File: config.mk
export PLATFORM = sky130hd
export DESIGN_NAME = ccht_ctrl
export DESIGN_NICKNAME = d
export VERILOG_FILES = /design/src/cluster_chain_table_defines.svh /design/src/ccht_pkg.sv /design/src/ccht_ctrl.sv
export SDC_FILE = /design/constraint.sdc
export NUM_CORES = 1
export LEC_CHECK = 0
export ABC_AREA = 0
export BUFFER_PORTS_ARGS = -buffer_cell sky130_fd_sc_hd__buf_2
export CAP_MARGIN = 0
export CELL_PAD_IN_SITES_DETAIL_PLACEMENT = 1
export CELL_PAD_IN_SITES_GLOBAL_PLACEMENT = 1
export CORE_ASPECT_RATIO = 2
export CORE_MARGIN = 5
export CORE_UTILIZATION = 27
export DETAILED_ROUTE_END_ITERATION = 8
export PLACE_DENSITY = 0.77
export SLEW_MARGIN = 20
export SYNTH_ARGS = -nofsm -noshare
export SYNTH_HDL_FRONTEND = slang
export SYNTH_SLANG_ARGS = --single-unit
File: constraint.sdc
create_clock -name clk -period 1.8 [get_ports clk]
set_input_delay 0.45 -clock clk [delete_from_list [all_inputs] [get_ports clk]]
set_output_delay 0.45 -clock clk [all_outputs]
set_load 0.01 [all_outputs]
File: src/cluster_chain_table_defines.svh
// Assertion macros for the cluster chain table.
// Used by the top level; the macros expect signals named clk and arst_n in scope.
`ifndef CLUSTER_CHAIN_TABLE_DEFINES_SVH
`define CLUSTER_CHAIN_TABLE_DEFINES_SVH

// Condition that must hold at every clock edge out of reset
`define CCHT_ASSERT_NOW(label, cond, msg) \
	label: assert property (@(posedge clk) disable iff (!arst_n) (cond)) else $error(msg);

// Same-cycle implication
`define CCHT_ASSERT_IMP(label, ante, cons, msg) \
	label: assert property (@(posedge clk) disable iff (!arst_n) (ante) |-> (cons)) else $error(msg);

// Next-cycle implication
`define CCHT_ASSERT_NXT(label, ante, cons, msg) \
	label: assert property (@(posedge clk) disable iff (!arst_n) (ante) |=> (cons)) else $error(msg);

`endif

File: src/ccht_pkg.sv
// Shared types and constants of the cluster chain table.
// No dependencies; used by the controller, the datapath and the top level.
`default_nettype none

package ccht_pkg;

	// field widths
	localparam int MODE_W  = 3;
	localparam int CL_W    = 10;
	localparam int STAT_W  = 2;
	localparam int FC_W    = 11;
	localparam int FB_W    = 26;
	localparam int ACT_W   = 11;
	localparam int BYTES_W = 16;
	localparam int PROD_W  = FC_W + BYTES_W;
	localparam int IN_W    = 16;
	localparam int OUT_W   = 56;
	localparam int CFG_IDX_W = 1;

	// operation codes
	localparam logic [MODE_W-1:0] MODE_CLEAR  = 3'd0;
	localparam logic [MODE_W-1:0] MODE_ALLOC  = 3'd1;
	localparam logic [MODE_W-1:0] MODE_EXTEND = 3'd2;
	localparam logic [MODE_W-1:0] MODE_FOLLOW = 3'd3;
	localparam logic [MODE_W-1:0] MODE_FREE   = 3'd4;
	localparam logic [MODE_W-1:0] MODE_COUNT  = 3'd5;

	// result status codes
	localparam logic [STAT_W-1:0] ST_OK   = 2'd0;
	localparam logic [STAT_W-1:0] ST_FULL = 2'd1;
	localparam logic [STAT_W-1:0] ST_OPEN = 2'd2;
	localparam logic [STAT_W-1:0] ST_BAD  = 2'd3;

	// configuration register indexes
	localparam logic [CFG_IDX_W-1:0] REG_ACTIVE = 1'd0;
	localparam logic [CFG_IDX_W-1:0] REG_BYTES  = 1'd1;

	// controller to datapath commands
	typedef struct packed {
		logic              load_req;   // capture the accepted request
		logic              scan_start; // pointer, pending read and count to zero
		logic              scan_step;  // issue next scan read
		logic              count_en;   // count free entries seen by the scan
		logic              sweep_step; // write FREE at pointer, advance
		logic              rd_cluster; // read entry of the request cluster
		logic              walk_free;  // write FREE at current chain entry
		logic              walk_adv;   // read next chain entry
		logic              mark_end;   // mark found entry END
		logic              link_wr;    // link current entry to found entry
		logic              mul;        // free count times cluster bytes
		logic              res_end;
		logic              res_link;
		logic              res_count;
		logic              set_status;
		logic [STAT_W-1:0] status;
		logic              emit;       // move result to output register
	} cmd_t;

	// datapath to controller status
	typedef struct packed {
		logic [MODE_W-1:0] mode;
		logic              file_open;
		logic              c_oor;       // request cluster beyond active count
		logic              rd_free;
		logic              rd_end;
		logic              rd_next_oor; // read link beyond active count
		logic              rd_self;     // read link points at itself
		logic              scan_hit;
		logic              scan_idle;
		logic              sweep_last;
		logic              out_room;
	} stat_t;

endpackage

`default_nettype wire

File: src/ccht_ctrl.sv
// Controller state machine of the cluster chain table.
// Depends on ccht_pkg; drives ccht_dp through cmd_t and reads stat_t.
`default_nettype none

module ccht_ctrl (
	input  wire             clk,
	input  wire             arst_n,
	input  wire             in_valid,
	output logic            in_ready,
	input  wire ccht_pkg::stat_t stat,
	output ccht_pkg::cmd_t  cmd
);

	localparam logic [3:0] S_BOOT = 4'd0;
	localparam logic [3:0] S_IDLE = 4'd1;
	localparam logic [3:0] S_DISP = 4'd2;
	localparam logic [3:0] S_CLR  = 4'd3;
	localparam logic [3:0] S_LOOK = 4'd4;
	localparam logic [3:0] S_SCAN = 4'd5;
	localparam logic [3:0] S_LINK = 4'd6;
	localparam logic [3:0] S_WALK = 4'd7;
	localparam logic [3:0] S_CNT  = 4'd8;
	localparam logic [3:0] S_MUL  = 4'd9;
	localparam logic [3:0] S_EMIT = 4'd10;

	logic [3:0] state_q;
	logic [3:0] state_nxt;

	assign in_ready = (state_q == S_IDLE);

	// next state and commands
	always_comb begin
		state_nxt = state_q;
		cmd       = '0;
		case (state_q)
			S_BOOT: begin
				cmd.sweep_step = 1'b1;
				if (stat.sweep_last) begin
					state_nxt = S_IDLE;
				end
			end
			S_IDLE: begin
				if (in_valid) begin
					cmd.load_req = 1'b1;
					state_nxt    = S_DISP;
				end
			end
			S_DISP: begin
				case (stat.mode)
					ccht_pkg::MODE_CLEAR: begin
						cmd.scan_start = 1'b1;
						state_nxt      = S_CLR;
					end
					ccht_pkg::MODE_ALLOC: begin
						cmd.scan_start = 1'b1;
						state_nxt      = S_SCAN;
					end
					ccht_pkg::MODE_EXTEND, ccht_pkg::MODE_FOLLOW: begin
						if (stat.c_oor) begin
							cmd.set_status = 1'b1;
							cmd.status     = ccht_pkg::ST_BAD;
							state_nxt      = S_EMIT;
						end else begin
							cmd.rd_cluster = 1'b1;
							state_nxt      = S_LOOK;
						end
					end
					ccht_pkg::MODE_FREE: begin
						if (stat.file_open) begin
							cmd.set_status = 1'b1;
							cmd.status     = ccht_pkg::ST_OPEN;
							state_nxt      = S_EMIT;
						end else if (stat.c_oor) begin
							cmd.set_status = 1'b1;
							cmd.status     = ccht_pkg::ST_BAD;
							state_nxt      = S_EMIT;
						end else begin
							cmd.rd_cluster = 1'b1;
							state_nxt      = S_WALK;
						end
					end
					ccht_pkg::MODE_COUNT: begin
						cmd.scan_start = 1'b1;
						cmd.res_count  = 1'b1;
						state_nxt      = S_CNT;
					end
					default: begin
						state_nxt = S_EMIT;
					end
				endcase
			end
			S_CLR: begin
				cmd.sweep_step = 1'b1;
				if (stat.sweep_last) begin
					state_nxt = S_EMIT;
				end
			end
			// entry of the request cluster is in the read register
			S_LOOK: begin
				if (stat.rd_free) begin
					cmd.set_status = 1'b1;
					cmd.status     = ccht_pkg::ST_BAD;
					state_nxt      = S_EMIT;
				end else if (stat.rd_end) begin
					if (stat.mode == ccht_pkg::MODE_FOLLOW) begin
						cmd.res_end = 1'b1;
						state_nxt   = S_EMIT;
					end else begin
						cmd.scan_start = 1'b1;
						state_nxt      = S_SCAN;
					end
				end else begin
					cmd.res_link = 1'b1;
					state_nxt    = S_EMIT;
				end
			end
			// lowest free entry search
			S_SCAN: begin
				if (stat.scan_hit) begin
					cmd.mark_end = 1'b1;
					state_nxt    = (stat.mode == ccht_pkg::MODE_EXTEND) ? S_LINK : S_EMIT;
				end else if (stat.scan_idle) begin
					cmd.set_status = 1'b1;
					cmd.status     = ccht_pkg::ST_FULL;
					state_nxt      = S_EMIT;
				end else begin
					cmd.scan_step = 1'b1;
				end
			end
			S_LINK: begin
				cmd.link_wr = 1'b1;
				state_nxt   = S_EMIT;
			end
			// chain walk, one link a cycle
			S_WALK: begin
				if (stat.rd_free) begin
					state_nxt = S_EMIT;
				end else begin
					cmd.walk_free = 1'b1;
					if (stat.rd_end || stat.rd_next_oor || stat.rd_self) begin
						state_nxt = S_EMIT;
					end else begin
						cmd.walk_adv = 1'b1;
					end
				end
			end
			S_CNT: begin
				cmd.scan_step = 1'b1;
				cmd.count_en  = 1'b1;
				if (stat.scan_idle) begin
					state_nxt = S_MUL;
				end
			end
			S_MUL: begin
				cmd.mul   = 1'b1;
				state_nxt = S_EMIT;
			end
			S_EMIT: begin
				if (stat.out_room) begin
					cmd.emit  = 1'b1;
					state_nxt = S_IDLE;
				end
			end
			default: begin
				state_nxt = S_IDLE;
			end
		endcase
	end

	always_ff @(posedge clk or negedge arst_n) begin
		if (!arst_n) begin
			state_q <= S_BOOT;
		end else begin
			state_q <= state_nxt;
		end
	end

endmodule

`default_nettype wire

After elaboration in Yosys (flattened, before gate mapping) --
Index checks and enable logic that the tools add are counted.
Storage, ports and cells: bits in registers 4, input bits 16, output and inout bits 19, logic and storage cells 89
Cells by class: eq/ne operators 22, muxes and demuxes 57, reductions and logical operators 9
Operators by type and width (number):
- $mux 4 | 16
- $pmux 4 s10 | 1
- $mux 1 | 25
- $pmux 4 s5 | 1
- $eq 4x3->1 const B | 4
- $mux 3 | 5
- $eq 4x4->1 const B | 3
- $ne 2x2->1 const B | 5
- $pmux 3 s3 | 1
- $eq 4x2->1 const B | 2
- $mux 2 | 4
- $reduce_and 7->1 | 1
- $eq 3x2->1 const B | 2
- $eq 3x3->1 const B | 2
- $ne 3x3->1 const B | 2
- $pmux 1 s2 | 3
- $pmux 3 s2 | 1
- $reduce_or 2->1 | 3
- $eq 4x1->1 const B | 1
- $logic_not 4->1 | 1
- $eq 3x1->1 const B | 1
- $logic_not 3->1 | 1
- $reduce_or 3->1 | 1
- $logic_or 1x1->1 | 2

Depth between registers and ports, before layout --
depth after elaboration 5, mapped depth 6

Least setup slack after synthesis --
OpenSTA, ideal clock, no wires.
path type register to output, start point register state_q[3], end point output port cmd[16] in the netlist's numbering, arrival time 1.392 ns, slack -0.042 ns, stages on the path, launching flop included 5, path through dfrtp_1 -> buf_1 -> nor4b_2 -> nand2_1 -> a22oi_1
RTL lines:
- from (decl) | line ccht_ctrl.sv:26 | logic [3:0] state_q;
- from (signal assigned) | line ccht_ctrl.sv:174 | state_q <= state_nxt;
- to (decl) | line ccht_ctrl.sv:11 | output ccht_pkg::cmd_t cmd

==> flow_summary.yaml <==
critical_path:
  path_buf_inv: 3
  worstSetupPathType: "register to output port"
  r2r_end: "state_q[0]"
  cp-end-kind: "output port"
  crit_fanout: 8
  r2r_slack_ns: 0
  slowest_delay_ns: 0.48
  r2r_start: "state_q[1]"
  critPathArrivalTime_ns: 1.60
  slowest_stage: "dfrtp_2"
  required_ns: 1.35
  cpMostUsedCell: "buf_4"
  worstPathCellList: "buf_4 > nor4bb_4 > buf_4 > and2_1 > buf_2"
  startpoint_type: "register"
  reg2reg_depth: 6
  critPathTopFamily: "flip-flops"
logic_synthesis:
  yosys.area.top_type: "dfrtp_1"
  syn_nets: 118
  synth_seq_area_share_pct: 13.8
  ys_top_cells_by_area: "dfrtp_1 (14%), nor2_1 (5.7%), nand2_1 (5.2%), nand2b_1 (4.3%), nor4b_2 (4.2%)"
  synth_area_um2: 723
  synth-seq-cells: 4
  ys_warn_count: 0
  synth.top_cell.area_share_pct: 13.8
  syn_area_per_cell_um2: 7.09
  ys_types: 41
  synthCells: 102
timing:
  rsz0062_at_grt: "true"
  hold_viol: 0
  fmax_mhz: 488
  period_needed_ns: 2.05
  slew_viol_final: 0
  slew-limit-headroom_pct: 76.3
  post-route-period-util_pct: 114
  worst_pin_slew_ns: 0.352
  layout_setup_ws_ns: -0.251
  fin_skew_ns: 0.00358
  hold_ws_ns: 0.0277
  setup_viol: 19
layout:
  top_regs: "state_q: 4 flops"
  num_antenna_cells: 0
  nNetsFinal: 196
  multi_input_area_um2: 754
  largest_register: "state_q"
  fillers: 329
  largest_reg_flops: 4
  final_area_um2: 1550
  syn2layout_area_growth_pct: 114
  drive_above_1_share_pct: 67.4
  seq_area_um2: 104
global_routing:
  grt_first_pass_wirelength_mm: 6.25
  grt_max_degree: 9
  antenna_found_initial: 0
  grt_usage_pct: 21.4
  grt_pass1_vias: 1298
  overflow: 0
detailed_routing:
  drt_iter0_drc: 25
  dr.pass1.iters: 4
  postRouteAntennaNets: 0
  drc: 0
  wl_per_cell_um: 19.6
  vias: 1148
  wirelength_mm: 4.03
  viasPerCell: 5.57
placement:
  dpl_cell_area_um2: 1120
  gp_congestion: 0.846
  portBuffers: 34
  dp_hpwl_mm: 2.73
clock_network:
  cts_root_buffer: "clkbuf_8"
  clk_pin_slew_worst_paths_ns: 0.04
  clockBufferDepth: 2
  cts_inserted_buffers: 3
  cts_hold_buf: 0
  htreeDepth: 1
  cts_tree: "done"
  clk_latency_ns: 0.22
  cts.sinks: 4
floorplanning:
  rows: 26
  initial_utilization_pct: 28.1
  die_h_um: 83.2
  boundaryPins: 35
  die_w_um: 46.6
  dieArea_um2: 3880
  core_area_um2: 2570
flow_run:
  cap_violations: 0
worst_hold_path:
  hp-class: "input port to asynchronous set/reset pin"
power:
  ir_worst_vdd_uv: 796
  p_leak_nw: 0.731
  power.density_nw_per_um2: 1410
run_status:
  outcome: "finished with violations"
  violations: "setup timing"
worst reg2reg max path, stage by stage (launching register included):
cell and delay, ns:
dfrtp_2 0.46, buf_6 0.16, buf_6 0.12, mux2i_1 0.14
a32oi_1 0.26, and3_4 0.24, mux2_4 0.29
cell families after synthesis:
| family | after synthesis | share of synthesized area [%] |
|---|---|---|
| AOI/OAI and AO/OA | 26 | 25.4 |
| buffers and inverters | 10 | 6.92 |
| DFF | 4 | 13.8 |
| and+or+nand+nor | 58 | 47.4 |
| muxes | 4 | 6.40 |
layout make-up:
type / instances / share of cell area, %
clock buffer: 3 / 2.67
inverter: 3 / 0.727
multi-input combinational: 88 / 48.7
sequential: 4 / 6.70
tap: 28 / 2.26
timing repair buffer: 80 / 38.9
timing repair:
action | 4_1_cts | 5_1_grt
setup endpoints to repair | 20 | 22
pin swaps | 10 | 12
setup buffers | 16 | 6
resized for setup | 34 | 29
where the power goes:
part | switching (W) | total (W) | internal (W)
clock network | 0.0000550 | 0.000198 | 0.000143
registers | 0.0000830 | 0.000217 | 0.000134
logic | 0.000804 | 0.00177 | 0.000967
total | 0.000942 | 0.00219 | 0.00124
synth_stat cells (all sizes together):
cell,instances
or2,2
nand3,4
dfrtp,4
and3,3
nand4bb,1
mux2,2
nand3b,2
nor3,2
or3,2
nand4,3
clkbuf,2
o2111ai,2
inv,3
a211o,1
mux2i,2
buf,5
a32oi,2
a21oi,5
nor4bb,1
nand2b,5
nor2b,4
nand2,10
or4b,1
nor4,2
a22oi,2
o32ai,1
nor2,11
o41a,1
o21ai,5
o21a,2
o31ai,4
o32a,1
and2,2
nor4b,3
through the flow:
stage	setup WS [ns]	power [W]	TNS, ns	utilization [%]	cells
2_1_floorplan	-0.0119	0.000844	-0.0171	-	102
3_3_place_gp	-0.122	0.00129	-0.294	43.6	185
3_5_place_dp	-0.134	0.00133	-0.575	43.6	185
4_1_cts	-0.206	0.00192	-1.93	54.8	204
5_1_grt	-0.300	0.00230	-3.40	60.3	206
6_report	-0.251	0.00219	-2.47	60.3	206
worst max path at each step:
stage,slack [ns],depth (start not counted),from,to
final,-0.25,5,state_q[3],cmd[9]
after global routing,-0.30,6,state_q[0],cmd[16]
after CTS,-0.21,5,state_q[3],cmd[16]
after detailed placement,-0.13,6,stat[6],cmd[10]
after global placement,-0.12,6,stat[6],cmd[10]
after floorplan,-0.01,4,state_q[3],cmd[16]
per-layer routing:
metal  vias to the layer above  GRT usage (%)  part of all wire (%)
li1                        539              -                     -
met1                       563           22.2                    36
met2                        35           39.3                    59
met3                        11           2.81                   3.2
met4                         0           8.55                   2.0
met5                         -              0                     0
cells in the final DEF, fill, tap and decap left out, types with 3 or more instances in the layout:
cell and n:
o21ai_0 3, clkbuf_8 3, nand4_1 3, buf_2 31, dfrtp_2 3, nor2_1 8
buf_6 16, nor2b_1 3, nor4b_4 3, nand2_2 5, a21oi_1 4, nand3_1 4
nand2b_1 3, buf_4 31, nand2_1 4
No activity file was read; power rests on OpenSTA's default activity.
